`config.mk`:
```
export PLATFORM = sky130hd
export DESIGN_NAME = counting_semaphore_fifo_queue_top
export DESIGN_NICKNAME = d
export VERILOG_FILES = /design/src/design/csfq_pkg.sv /design/src/design/counting_semaphore_fifo_queue_top.sv /design/src/design/csfq_ram.sv /design/src/design/csfq_alu.sv /design/src/design/csfq_seq.sv
export SDC_FILE = /design/constraint.sdc
export NUM_CORES = 1
export LEC_CHECK = 0
export ABC_AREA = 1
export ABC_CLOCK_PERIOD_IN_PS = 7100
export BUFFER_PORTS_ARGS = -buffer_cell sky130_fd_sc_hd__buf_2
export CAP_MARGIN = 25
export CORE_AREA = 2 2 168 170
export CTS_CLUSTER_SIZE = 40
export DETAILED_ROUTE_END_ITERATION = 10
export DIE_AREA = 0 0 170 172
export PLACE_DENSITY = 0.49
export SETUP_SLACK_MARGIN = 0.02
export SLEW_MARGIN = 20
export SYNTH_ARGS = -nofsm -noshare
export SYNTH_HDL_FRONTEND = slang
export SYNTH_SLANG_ARGS = --single-unit
```
`constraint.sdc`:
```
create_clock -name clk -period 7.1 [get_ports clk]
set_input_delay 1.065 -clock clk [delete_from_list [all_inputs] [get_ports clk]]
set_output_delay 1.065 -clock clk [all_outputs]
set_load 0.005 [all_outputs]
```
`src/design/csfq_pkg.sv`:
```
// Shared types and constants for the counting semaphore with FIFO wait queue.
// Holds the operation, result and error codes and the count unit's structs.
// Depends on nothing; all design files but csfq_ram refer to it by scoped names.
package csfq_pkg;

  localparam int QUEUE_DEPTH_DEF    = 16;
  localparam int THREAD_ID_BITS_DEF = 8;
  localparam int COUNT_W            = 16;
  localparam int CFG_W              = 15;

  localparam logic signed [COUNT_W-1:0] COUNT_MAX = {1'b0, {(COUNT_W-1){1'b1}}};
  localparam logic signed [COUNT_W-1:0] COUNT_MIN = {1'b1, {(COUNT_W-1){1'b0}}};

  typedef enum logic [1:0] {
    KIND_WAIT   = 2'd0,
    KIND_SIGNAL = 2'd1,
    KIND_CLOSE  = 2'd2
  } kind_t;

  typedef enum logic [1:0] {
    EV_PROCEED  = 2'd0,
    EV_BLOCKED  = 2'd1,
    EV_RELEASED = 2'd2,
    EV_NONE     = 2'd3
  } event_t;

  typedef enum logic [1:0] {
    ERR_NONE       = 2'd0,
    ERR_QUEUE_FULL = 2'd1,
    ERR_SATURATED  = 2'd2
  } err_t;

  typedef struct packed {
    logic signed [COUNT_W-1:0] operand;
    logic                      inc;
  } alu_req_t;

  typedef struct packed {
    logic signed [COUNT_W-1:0] result;
    logic                      at_min;
    logic                      at_max;
    logic                      a_nonneg;
    logic                      a_le_zero;
    logic                      res_nonneg;
    logic                      res_le_zero;
  } alu_rsp_t;

endpackage

```
`src/design/counting_semaphore_fifo_queue_top.sv`:
```
// Counting semaphore with a FIFO queue of blocked thread ids.
//
// Input channel (in_valid / in_stall, kind, thread_id): an item is taken at a
// rising edge with in_valid high and in_stall low. kind selects wait, signal
// or close; thread_id names the caller and is queued when a wait blocks.
// Output channel (out_valid / out_stall): each result item carries event_res,
// released_id, available, error and last; last marks the final result of an
// input item. Every input item gives at least one result.
// Each item is first accepted; a wait, a signal or the unused kind then gives
// its single result as it updates the count and the ring. A close releases
// the queued threads in order, one release per cycle while the receiver does
// not stall, or gives one result with no release when the queue is empty.
// The pace is set by the single count unit and the ring RAM's one read port.
// When the receiver stalls, the result stays in the output register and the
// sequencer holds; in_stall stays high until the last result of the item has
// entered the output register, and a following item then waits in the
// sequencer while that result is still stalled.
// Reset (rst, synchronous) empties the queue and sets the count to zero. A
// write on cfg_wr_en loads the count with cfg_wr_data and empties the queue;
// the user must issue it only while idle; the block does not enforce this.
module counting_semaphore_fifo_queue_top #(
  parameter int QUEUE_DEPTH    = csfq_pkg::QUEUE_DEPTH_DEF,
  parameter int THREAD_ID_BITS = csfq_pkg::THREAD_ID_BITS_DEF
) (
  input  logic                       clk,
  input  logic                       rst,
  input  logic                       cfg_wr_en,
  input  logic [csfq_pkg::CFG_W-1:0] cfg_wr_data,
  input  logic                       in_valid,
  output logic                       in_stall,
  input  logic [1:0]                 kind,
  input  logic [THREAD_ID_BITS-1:0]  thread_id,
  output logic                       out_valid,
  input  logic                       out_stall,
  output logic [1:0]                 event_res,
  output logic [THREAD_ID_BITS-1:0]  released_id,
  output logic                       available,
  output logic [1:0]                 error,
  output logic                       last
);

  localparam int PTR_W = $clog2(QUEUE_DEPTH);

  // Ring RAM connections between the sequencer and the storage.
  logic                      ram_wr_en;
  logic [PTR_W-1:0]          ram_wr_addr;
  logic [THREAD_ID_BITS-1:0] ram_wr_data;
  logic [PTR_W-1:0]          ram_rd_addr;
  logic [THREAD_ID_BITS-1:0] ram_rd_data;

  // The sequencer holds the count, the ring pointers and the result register.
  csfq_seq #(
    .QUEUE_DEPTH    (QUEUE_DEPTH),
    .THREAD_ID_BITS (THREAD_ID_BITS)
  ) u_seq (
    .clk         (clk),
    .rst         (rst),
    .cfg_wr_en   (cfg_wr_en),
    .cfg_wr_data (cfg_wr_data),
    .in_valid    (in_valid),
    .in_stall    (in_stall),
    .kind        (kind),
    .thread_id   (thread_id),
    .out_valid   (out_valid),
    .out_stall   (out_stall),
    .event_res   (event_res),
    .released_id (released_id),
    .available   (available),
    .error       (error),
    .last        (last),
    .ram_wr_en   (ram_wr_en),
    .ram_wr_addr (ram_wr_addr),
    .ram_wr_data (ram_wr_data),
    .ram_rd_addr (ram_rd_addr),
    .ram_rd_data (ram_rd_data)
  );

  // Storage for the blocked thread ids; read data is used only for written entries.
  csfq_ram #(
    .WIDTH (THREAD_ID_BITS),
    .DEPTH (QUEUE_DEPTH)
  ) u_ring (
    .clk     (clk),
    .wr_en   (ram_wr_en),
    .wr_addr (ram_wr_addr),
    .wr_data (ram_wr_data),
    .rd_addr (ram_rd_addr),
    .rd_data (ram_rd_data)
  );

endmodule

```
`src/design/csfq_ram.sv`:
```
// Generic single-write, single-read RAM with a registered read port.
// Holds the ring of blocked thread ids; no package dependency.
module csfq_ram #(
  parameter int WIDTH = 8,
  parameter int DEPTH = 16
) (
  input  logic                     clk,
  input  logic                     wr_en,
  input  logic [$clog2(DEPTH)-1:0] wr_addr,
  input  logic [WIDTH-1:0]         wr_data,
  input  logic [$clog2(DEPTH)-1:0] rd_addr,
  output logic [WIDTH-1:0]         rd_data
);

  logic [WIDTH-1:0] mem [DEPTH];

  always_ff @(posedge clk) begin
    if (wr_en) begin
      mem[wr_addr] <= wr_data;
    end
    rd_data <= mem[rd_addr];
  end

endmodule

```
`src/design/csfq_alu.sv`:
```
// Shared count unit: one increment or decrement of the semaphore count with
// the limit and sign compares the sequencer decides on. Uses csfq_pkg.
module csfq_alu (
  input  csfq_pkg::alu_req_t req,
  output csfq_pkg::alu_rsp_t rsp
);

  logic signed [csfq_pkg::COUNT_W-1:0] sum;

  assign sum = req.inc ? req.operand + csfq_pkg::COUNT_W'(1)
                       : req.operand - csfq_pkg::COUNT_W'(1);

  always_comb begin
    rsp.result      = sum;
    rsp.at_min      = (req.operand == csfq_pkg::COUNT_MIN);
    rsp.at_max      = (req.operand == csfq_pkg::COUNT_MAX);
    rsp.a_nonneg    = !req.operand[csfq_pkg::COUNT_W-1];
    rsp.a_le_zero   = req.operand[csfq_pkg::COUNT_W-1] || (req.operand == '0);
    rsp.res_nonneg  = !sum[csfq_pkg::COUNT_W-1];
    rsp.res_le_zero = sum[csfq_pkg::COUNT_W-1] || (sum == '0);
  end

endmodule

```
`src/design/csfq_seq.sv`:
```
// Sequencer of the semaphore: count, ring pointers, fill and the result register.
// Uses csfq_pkg and the shared count unit csfq_alu; drives the ring RAM ports.
module csfq_seq #(
  parameter int QUEUE_DEPTH    = csfq_pkg::QUEUE_DEPTH_DEF,
  parameter int THREAD_ID_BITS = csfq_pkg::THREAD_ID_BITS_DEF
) (
  input  logic                           clk,
  input  logic                           rst,
  input  logic                           cfg_wr_en,
  input  logic [csfq_pkg::CFG_W-1:0]     cfg_wr_data,
  input  logic                           in_valid,
  output logic                           in_stall,
  input  logic [1:0]                     kind,
  input  logic [THREAD_ID_BITS-1:0]      thread_id,
  output logic                           out_valid,
  input  logic                           out_stall,
  output logic [1:0]                     event_res,
  output logic [THREAD_ID_BITS-1:0]      released_id,
  output logic                           available,
  output logic [1:0]                     error,
  output logic                           last,
  output logic                           ram_wr_en,
  output logic [$clog2(QUEUE_DEPTH)-1:0] ram_wr_addr,
  output logic [THREAD_ID_BITS-1:0]      ram_wr_data,
  output logic [$clog2(QUEUE_DEPTH)-1:0] ram_rd_addr,
  input  logic [THREAD_ID_BITS-1:0]      ram_rd_data
);

  localparam int PTR_W  = $clog2(QUEUE_DEPTH);
  localparam int FILL_W = $clog2(QUEUE_DEPTH + 1);
  localparam logic [FILL_W-1:0] FILL_FULL = FILL_W'(QUEUE_DEPTH);
  localparam logic [FILL_W-1:0] FILL_ONE  = FILL_W'(1);
  localparam logic [PTR_W-1:0]  PTR_LAST  = PTR_W'(QUEUE_DEPTH - 1);

  typedef enum logic [0:0] {ST_IDLE, ST_EXEC} state_t;

  state_t                              state;
  csfq_pkg::kind_t                     op_kind;
  logic [THREAD_ID_BITS-1:0]           op_tid;
  logic signed [csfq_pkg::COUNT_W-1:0] count, count_next;
  logic [PTR_W-1:0]                    head, head_next, tail, tail_next;
  logic [FILL_W-1:0]                   fill, fill_next;

  csfq_pkg::alu_req_t alu_req;
  csfq_pkg::alu_rsp_t alu_rsp;

  logic                      out_free, step, accept, done, push, pop, clear;
  csfq_pkg::event_t          res_ev;
  csfq_pkg::err_t            res_err;
  logic [THREAD_ID_BITS-1:0] res_id;
  logic                      res_avail, res_last;

  function automatic logic [PTR_W-1:0] ring_next(input logic [PTR_W-1:0] p);
    return (p == PTR_LAST) ? '0 : p + PTR_W'(1);
  endfunction

  csfq_alu u_alu (
    .req (alu_req),
    .rsp (alu_rsp)
  );

  assign out_free = !out_valid || !out_stall;
  assign in_stall = (state != ST_IDLE);
  assign accept   = in_valid && !in_stall;
  assign step     = (state == ST_EXEC) && out_free;

  assign alu_req.operand = count;
  assign alu_req.inc     = (op_kind == csfq_pkg::KIND_SIGNAL);

  // Decide the outcome of the held item from the count unit's flags.
  always_comb begin
    res_ev     = csfq_pkg::EV_NONE;
    res_err    = csfq_pkg::ERR_NONE;
    res_id     = '0;
    res_avail  = alu_rsp.a_nonneg;
    res_last   = 1'b1;
    done       = 1'b1;
    push       = 1'b0;
    pop        = 1'b0;
    clear      = 1'b0;
    count_next = count;
    case (op_kind)
      csfq_pkg::KIND_WAIT: begin
        if (alu_rsp.at_min) begin
          res_err = csfq_pkg::ERR_SATURATED;
        end else if (alu_rsp.a_le_zero) begin
          if (fill == FILL_FULL) begin
            res_err = csfq_pkg::ERR_QUEUE_FULL;
          end else begin
            count_next = alu_rsp.result;
            push       = 1'b1;
            res_ev     = csfq_pkg::EV_BLOCKED;
            res_avail  = alu_rsp.res_nonneg;
          end
        end else begin
          count_next = alu_rsp.result;
          res_ev     = csfq_pkg::EV_PROCEED;
          res_avail  = alu_rsp.res_nonneg;
        end
      end
      csfq_pkg::KIND_SIGNAL: begin
        if (alu_rsp.at_max) begin
          res_err = csfq_pkg::ERR_SATURATED;
        end else begin
          count_next = alu_rsp.result;
          res_avail  = alu_rsp.res_nonneg;
          if (alu_rsp.res_le_zero && (fill != '0)) begin
            pop    = 1'b1;
            res_ev = csfq_pkg::EV_RELEASED;
            res_id = ram_rd_data;
          end
        end
      end
      csfq_pkg::KIND_CLOSE: begin
        if (fill != '0) begin
          pop      = 1'b1;
          res_ev   = csfq_pkg::EV_RELEASED;
          res_id   = ram_rd_data;
          res_last = (fill == FILL_ONE);
          done     = (fill == FILL_ONE);
          clear    = (fill == FILL_ONE);
        end
      end
      default: begin
      end
    endcase
  end

  // Pointer and fill updates; the RAM reads at the head that will stand next
  // cycle, so the head entry is always ready for one release per unstalled cycle.
  always_comb begin
    head_next = head;
    tail_next = tail;
    fill_next = fill;
    if (step) begin
      if (push) begin
        tail_next = ring_next(tail);
        fill_next = fill + FILL_W'(1);
      end
      if (pop) begin
        head_next = ring_next(head);
        fill_next = fill - FILL_W'(1);
      end
      if (clear) begin
        head_next = '0;
        tail_next = '0;
      end
    end
    if (cfg_wr_en) begin
      head_next = '0;
      tail_next = '0;
      fill_next = '0;
    end
  end

  assign ram_wr_en   = step && push;
  assign ram_wr_addr = tail;
  assign ram_wr_data = op_tid;
  assign ram_rd_addr = head_next;

  always_ff @(posedge clk) begin
    if (rst) begin
      state     <= ST_IDLE;
      count     <= '0;
      head      <= '0;
      tail      <= '0;
      fill      <= '0;
      out_valid <= 1'b0;
    end else begin
      head <= head_next;
      tail <= tail_next;
      fill <= fill_next;
      if (cfg_wr_en) begin
        count <= signed'({1'b0, cfg_wr_data});
      end else if (step) begin
        count <= count_next;
      end
      if (out_valid && !out_stall && !step) begin
        out_valid <= 1'b0;
      end
      case (state)
        ST_IDLE: begin
          if (accept) begin
            op_kind <= csfq_pkg::kind_t'(kind);
            op_tid  <= thread_id;
            state   <= ST_EXEC;
          end
        end
        ST_EXEC: begin
          if (step) begin
            out_valid   <= 1'b1;
            event_res   <= res_ev;
            released_id <= res_id;
            available   <= res_avail;
            error       <= res_err;
            last        <= res_last;
            if (done) begin
              state <= ST_IDLE;
            end
          end
        end
        default: begin
          state <= ST_IDLE;
        end
      endcase
    end
  end

  a_fill_bound : assert property (@(posedge clk) disable iff (rst)
    fill <= FILL_FULL)
    else $error("wait queue fill beyond its depth");

  a_empty_ptrs : assert property (@(posedge clk) disable iff (rst)
    (fill == '0) |-> (head == tail))
    else $error("empty wait queue with head and tail apart");

  a_accept_exec : assert property (@(posedge clk) disable iff (rst)
    accept |=> (state == ST_EXEC))
    else $error("accepted item did not start executing");

  a_release_pops : assert property (@(posedge clk) disable iff (rst)
    (step && (res_ev == csfq_pkg::EV_RELEASED) && !cfg_wr_en)
      |=> (fill == $past(fill) - FILL_W'(1)))
    else $error("release without removing a queue entry");

endmodule

```
Word-level counts from Yosys, hierarchy flattened
Memories as Yosys holds them, arrays and structs flattened. A register that Yosys moved wholly into a read port is not among the register bits.
Cells that the tools add are included.
- memories: 1
- bits in latches: 0
- bits of input ports: 30
- bits in writable memories: 128
- word-level logic and storage cells: 128
- ROM bits: 0
- register bits: 55
- output and inout bits: 16
- memory list (memory ; words ; bits a word ; read ports ; clocked after memory_dff ; write ports ; RTL line ; text):
    u_ring.mem ; 16 ; 8 ; 1 ; 1 ; 1 ; csfq_ram.sv:15 ; logic [WIDTH-1:0] mem [DEPTH];
- reduce and logical (&&, ||, !) cells: 31
- bitwise gates (word level): 2
- add/sub/neg operators: 6
- mux-type cells: 60
- shifts and indexed selects: 0
- divide/modulo/power cells: 0
- equality and inequality tests: 14
- order comparisons: 0
- $mul: 0
- operators by type and width (operator ; number):
    16-bit 2-to-1 mux ; 5
    16-bit equality test, second input constant ; 2
    16-bit logical NOT ; 2
    4-bit 2-to-1 mux ; 8
    16-bit one-hot mux with 2 select lines ; 1
    15-bit 2-to-1 mux ; 2
    1-bit 2-to-1 mux ; 26
    8-bit 2-to-1 mux ; 3
    16-bit by 2-bit adder with 16-bit output, second input constant ; 1
    8-bit one-hot mux with 2 select lines ; 1
    16-bit by 2-bit subtractor with 16-bit output, second input constant ; 1
    2-bit 2-to-1 mux ; 7
    5-bit 2-to-1 mux ; 2
    5-bit AND reduction ; 2
    3-bit inequality test, second input constant ; 3
    4-bit by 1-bit adder with 4-bit output, second input constant ; 2
    4-bit equality test, second input constant ; 2
    2-bit nonzero test ; 4
    1-bit logical AND ; 6
    1-bit logical NOT ; 6
    1-bit one-hot mux with 2 select lines ; 3
    2-bit one-hot mux with 3 select lines ; 1
    3-bit AND reduction ; 2
    5-bit by 1-bit adder with 5-bit output, second input constant ; 1
    other kinds (15) ; 20

Longest topological paths before layout
- word-level depth: 12
- mapped depth: 31

Hierarchy
Synthesis repeated with hierarchy kept, for this count alone.
- cell total of the unflattened synthesis: 1112
- area total of the unflattened synthesis: 9799.4 sq um
- modules (own cells, without submodules) (module ; instances ; seq. area each (sq um) ; cells an instance ; area an instance (sq um)):
    csfq_ram ; 1 ; 4003.8 ; 553 ; 5771.8
    csfq_seq ; 1 ; 1341.3 ; 331 ; 2874.0
    csfq_alu ; 1 ; 0.0 ; 228 ; 1153.6

Least setup slack after synthesis
No wires, ideal clock.
- path type: register -> register
- start point: register u_seq.op_kind[1]
- end point: register u_ring.rd_data[6] (read register of u_ring.mem)
- required time: 6.987 ns
- setup slack: 3.530 ns
- arrival: 3.457 ns
- cell stages (with the launch flop): 27
- cells stage by stage: edfxtp_1 inv_1 ha_1 inv_1 ha_1 or2_4 nand3b_1 nand2_2 nand2_1 nand3_1 nand2_1 nand2_1 nor2_1 nand2_1 nand2_1 nand3_2 nand2_2 nand2_4 nor2_4 inv_2 o21bai_2 nand2_2 nor2_8 buf_2 nand3_1 nand3_1 nand2_1
- cells in the longest elaborated chain, start to end: 12
- elaborated cells between the ends (all ways): 14
- those cells by class: 2 x eq/ne; 9 x mux; 3 x reduce/logical
- ends and longest elaborated chain (what ; RTL line ; text):
    start, declared ; csfq_seq.sv:38 ; csfq_pkg::kind_t op_kind;
    start signal, assigned ; csfq_seq.sv:184 ; op_kind <= csfq_pkg::kind_t'(kind);
    2-bit by 1-bit equality test with 1-bit output ; csfq_seq.sv:68, csfq_seq.sv:82 ;
    16-bit 2-to-1 mux ; csfq_alu.sv:10 ; assign sum = req.inc ? req.operand + csfq_pkg::COUNT_W'(1)
    16-bit logical NOT ; csfq_alu.sv:20 ; rsp.res_le_zero = sum[csfq_pkg::COUNT_W-1] || (sum == '0);
    1-bit logical OR ; csfq_alu.sv:20 ;
    1-bit logical AND ; csfq_seq.sv:107 ; if (alu_rsp.res_le_zero && (fill != '0)) begin
    1-bit 2-to-1 mux ; csfq_seq.sv:107 ;
    1-bit 2-to-1 mux ; csfq_seq.sv:102 ; if (alu_rsp.at_max) begin
    1-bit one-hot mux with 2 select lines ; csfq_seq.sv:82 ; case (op_kind)
    4-bit 2-to-1 mux ; csfq_seq.sv:140 ; if (pop) begin
    4-bit 2-to-1 mux * ; csfq_seq.sv:144 ; if (clear) begin
    4-bit 2-to-1 mux * ; csfq_seq.sv:135 ; if (step) begin
    4-bit 2-to-1 mux * ; csfq_seq.sv:149 ; if (cfg_wr_en) begin
    end, declared ; csfq_ram.sv:12 ; output logic [WIDTH-1:0] rd_data
Mark *: on every way between the ends. The rest lies on a longest branch, timed or not.
A chain may end at the register's enable or synchronous reset.

Worst setup path after layout
- start point: register u_seq.op_kind[1]
- end point: register u_ring.rd_data[0] (read register of u_ring.mem)
Same word-level chain as after synthesis.

==> flow_metrics.env <==
export IMPL_overflow=0
export IMPL_synth_area_leaders="edfxtp_1 (48%), nand3_1 (9.2%), nand2_1 (8.5%)"
export IMPL_coreArea_sq_um=27500
export IMPL_post_place_ws_ps=1920
export IMPL_grt_pass1_vias=6723
export IMPL_r2r_slack_ps=1860
export IMPL_mostFrequentLayoutCell="nand2_1"
export IMPL_ys_types=46
export IMPL_worstPathArrival_ps=5570
export IMPL_die_area_sq_um=29200
export IMPL_grt_pass1_wl_um=38100
export IMPL_num_vias=6940
export IMPL_io_buffer_count=45
export IMPL_firstDrtPassIters=5
export IMPL_place_area_sq_um=10000
export IMPL_setup_viol=0
export IMPL_cp_depth=24
export IMPL_critPathMaxStageDelay_ps=560
export IMPL_cts_setup_buffers=0
export IMPL_fin_total_pwr_mw=2.44
export IMPL_clock_latency_ps=430
export IMPL_crit_buf_inv=4
export IMPL_maxSlewHeadroom_pct=33.8
export IMPL_ir_drop_v=0.000152
export IMPL_critPathKind="reg -> reg"
export IMPL_routabilityCongestion=0.839
export IMPL_hold_class="reg -> reg"
export IMPL_worst_slack_ps=1860
export IMPL_status="complete, no violations"
export IMPL_grt_max_degree=48
export IMPL_async_flop_share_pct=0
export IMPL_r2r_start="u_seq.op_kind[1]"
export IMPL_cts_tree="built"
export IMPL_path_max_fanout=47
export IMPL_cp_required_ps=7430
export IMPL_post_route_min_period_ps=5240
export IMPL_fin_crit_sh_pct=73.8
export IMPL_avgSynthCellArea_sq_um=9.17
export IMPL_seq_area_frac_synth_pct=56.2
export IMPL_cts_made_buffers=17
export IMPL_finalNetCount=1129
export IMPL_synth_cells=1037
export IMPL_layout_common_cells="nand2_1 (213), nand3_1 (175), inv_1 (174)"
export IMPL_drc_errors=0
export IMPL_critPathSlowestCell="nand2_2"
export IMPL_cp_startpoint="u_seq.op_kind[1]"
export IMPL_dp_hpwl_um=16300
export IMPL_area_growth_pct=11.4
export IMPL_syn_num_nets=1096
export IMPL_diodes=0
export IMPL_wl_per_cell_um=17.0
export IMPL_hold_ws_ps=494
export IMPL_cap_violations=0
export IMPL_fmax_mhz=191
export IMPL_cp_end_kind="flop"
export IMPL_tns_ps=0
export IMPL_holdBufCountCts=0
export IMPL_slew_violations=0
export IMPL_r2r_end="u_ring.rd_data[0]"
export IMPL_rsz0062_at_grt="no"
export IMPL_powerDensity_nw_per_um2=230
export IMPL_antenna_found_initial=0
export IMPL_synth_top_cell_area_share_pct=48.0
export IMPL_drive_gt1_share_pct=9.79
export IMPL_clock_sinks=191
export IMPL_finish_instance_area_sq_um=10600
export IMPL_endpoint="u_ring.rd_data[0]"
export IMPL_synth_edf_count=152
export IMPL_r2r_cells=24
export IMPL_worst_slew_pin_transition_ps=988
export IMPL_crit_family="simple AND/OR/NAND/NOR gates"
export IMPL_drt_initial_drc_count=569
export IMPL_cts_resized=0
export IMPL_track_usage_pct=17.2
export IMPL_io_pins=46
export IMPL_ys_flop_type="edfxtp_1"
export IMPL_p_leak_nw=4.50
export IMPL_final_hold_viol_count=0
export IMPL_clockBufferDepth=2
export IMPL_die_h_um=172
export IMPL_std_cell_rows=61
export IMPL_yosys_area_top_type="edfxtp_1"
export IMPL_ctsHtreeMaxLevel=4
export IMPL_fillers=2780
export IMPL_start_util_pct=34.6
export IMPL_synth_seq_cells=191
export IMPL_ys_warnings_count=0
export IMPL_path_clk_slew_ps=80
export IMPL_routed_wirelength_um=24300
export IMPL_start_kind="flop"
export IMPL_vias_per_cell=4.86
export IMPL_die_w_um=170
export IMPL_root_buffer="clkbuf_16"
export IMPL_fin_worst_skew_ps=13.5
export IMPL_crit_chain="inv_1 > ha_1 > inv_1 > ha_1 > nand2_1 > inv_1 > a21oi_1 > nand3_1 > a21oi_2 > xor2_2 > nand2_1 > nand3_2 > nand2_2 > nand2_4 > nand2_1 > nand3_1 > nand2_2 > nand2_2 > buf_4 > nand2_1 > nand3_1 > nand3_1 > nand3_1 > nand2_1"
export IMPL_syn_area_sq_um=9510
export IMPL_ant_nets=0
layout make-up:
type	count	area [sq um]	share of cell area (%)
inverter	179	672	6.34
timing repair buffer	51	270	2.55
clock inverter	15	143	1.35
tap	346	433	4.08
clock buffer	17	425	4.01
multi-input combinational	630	3310	31.2
sequential	191	5350	50.4
worst min-delay path by stage:
stage                     from              end  cells after the start
2_1_floorplan    u_seq.fill[2]    u_seq.fill[2]                      1
3_3_place_gp     u_seq.fill[2]    u_seq.fill[2]                      1
3_5_place_dp   u_seq.out_valid  u_seq.out_valid                      2
4_1_cts        u_seq.out_valid  u_seq.out_valid                      2
5_1_grt        u_seq.out_valid  u_seq.out_valid                      2
6_report       u_seq.out_valid  u_seq.out_valid                      2
worst register-to-register path, delay by kind of cell, from the launching register on:
kind                     cells  cell delay (ps)
AO/OA/AOI/OAI                2              420
XOR/XNOR                     1              240
adder cells (fa/ha/maj)      2              830
buffers and inverters        4              890
flip-flops                   1              420
AND/OR/NAND/NOR             15             2340
synth_stat cells (2+ instances only):
library cell,number
a211oi_1,5
a21oi_1,28
a22oi_1,2
a31oi_1,8
buf_1,5
buf_2,9
buf_4,12
buf_6,2
clkbuf_1,9
dfxtp_1,39
edfxtp_1,152
ha_1,28
inv_1,174
inv_2,5
nand2_1,215
nand2_2,3
nand3_1,175
nand3_2,2
nand3b_1,36
nand4_1,10
nor2_1,66
nor3_1,7
nor4_1,6
o21ai_0,11
o21ai_1,3
xnor2_1,4
xor2_1,2
layer usage:
metal / vias up / part of all wire, % / track usage [%] / wire length [um]
met3: 31 / 3.9 / 2.56 / 950
li1: 3503 / - / - / -
met5: - / 0 / 0 / 0
met2: 175 / 45 / 26.8 / 10900
met4: 0 / 2.3 / 6.28 / 559
met1: 3231 / 49 / 24.5 / 11900
logic make-up (layout without fill, tap and decap cells):
logic type | Yosys count | count (layout) | synth area share [%]
AO/OA/AOI/OAI | 66 | 66 | 4.13
XOR/XNOR | 7 | 7 | 0.723
adder cells (fa/ha/maj) | 29 | 29 | 3.89
buffers and inverters | 216 | 262 | 9.27
flip-flops | 191 | 191 | 56.2
AND/OR/NAND/NOR | 528 | 528 | 25.8
sequential cells by signal, indices dropped and copies added, names as in the netlist:
name / count
u_seq.last: 1
u_seq.op_kind: 2
u_seq.error: 2
u_seq.out_valid: 1
u_seq.ram_wr_data: 8
u_seq.fill: 5
u_seq.released_id: 8
u_seq.ram_wr_addr: 4
u_ring.mem: 128
u_seq.available: 1
u_seq.event_res: 2
u_seq.head: 4
u_seq.in_stall: 1
u_ring.rd_data: 8
u_seq.count: 16
report_power, final:
group / internal [mW] / leakage, nW / switching, mW
Clock: 0.468 / 0.281 / 0.464
Sequential: 1.22 / 1.70 / 0.0289
Combinational: 0.0834 / 2.53 / 0.175
Total: 1.77 / 4.50 / 0.668
through the flow:
stage                     utilization (%)  cells
final                                38.6   1429
after global routing                 38.6   1429
after CTS                            38.6   1429
after detailed placement             36.5   1397
after global placement               36.5   1397
after floorplan                         -   1037
No activity file was read; power rests on OpenSTA's default activity.
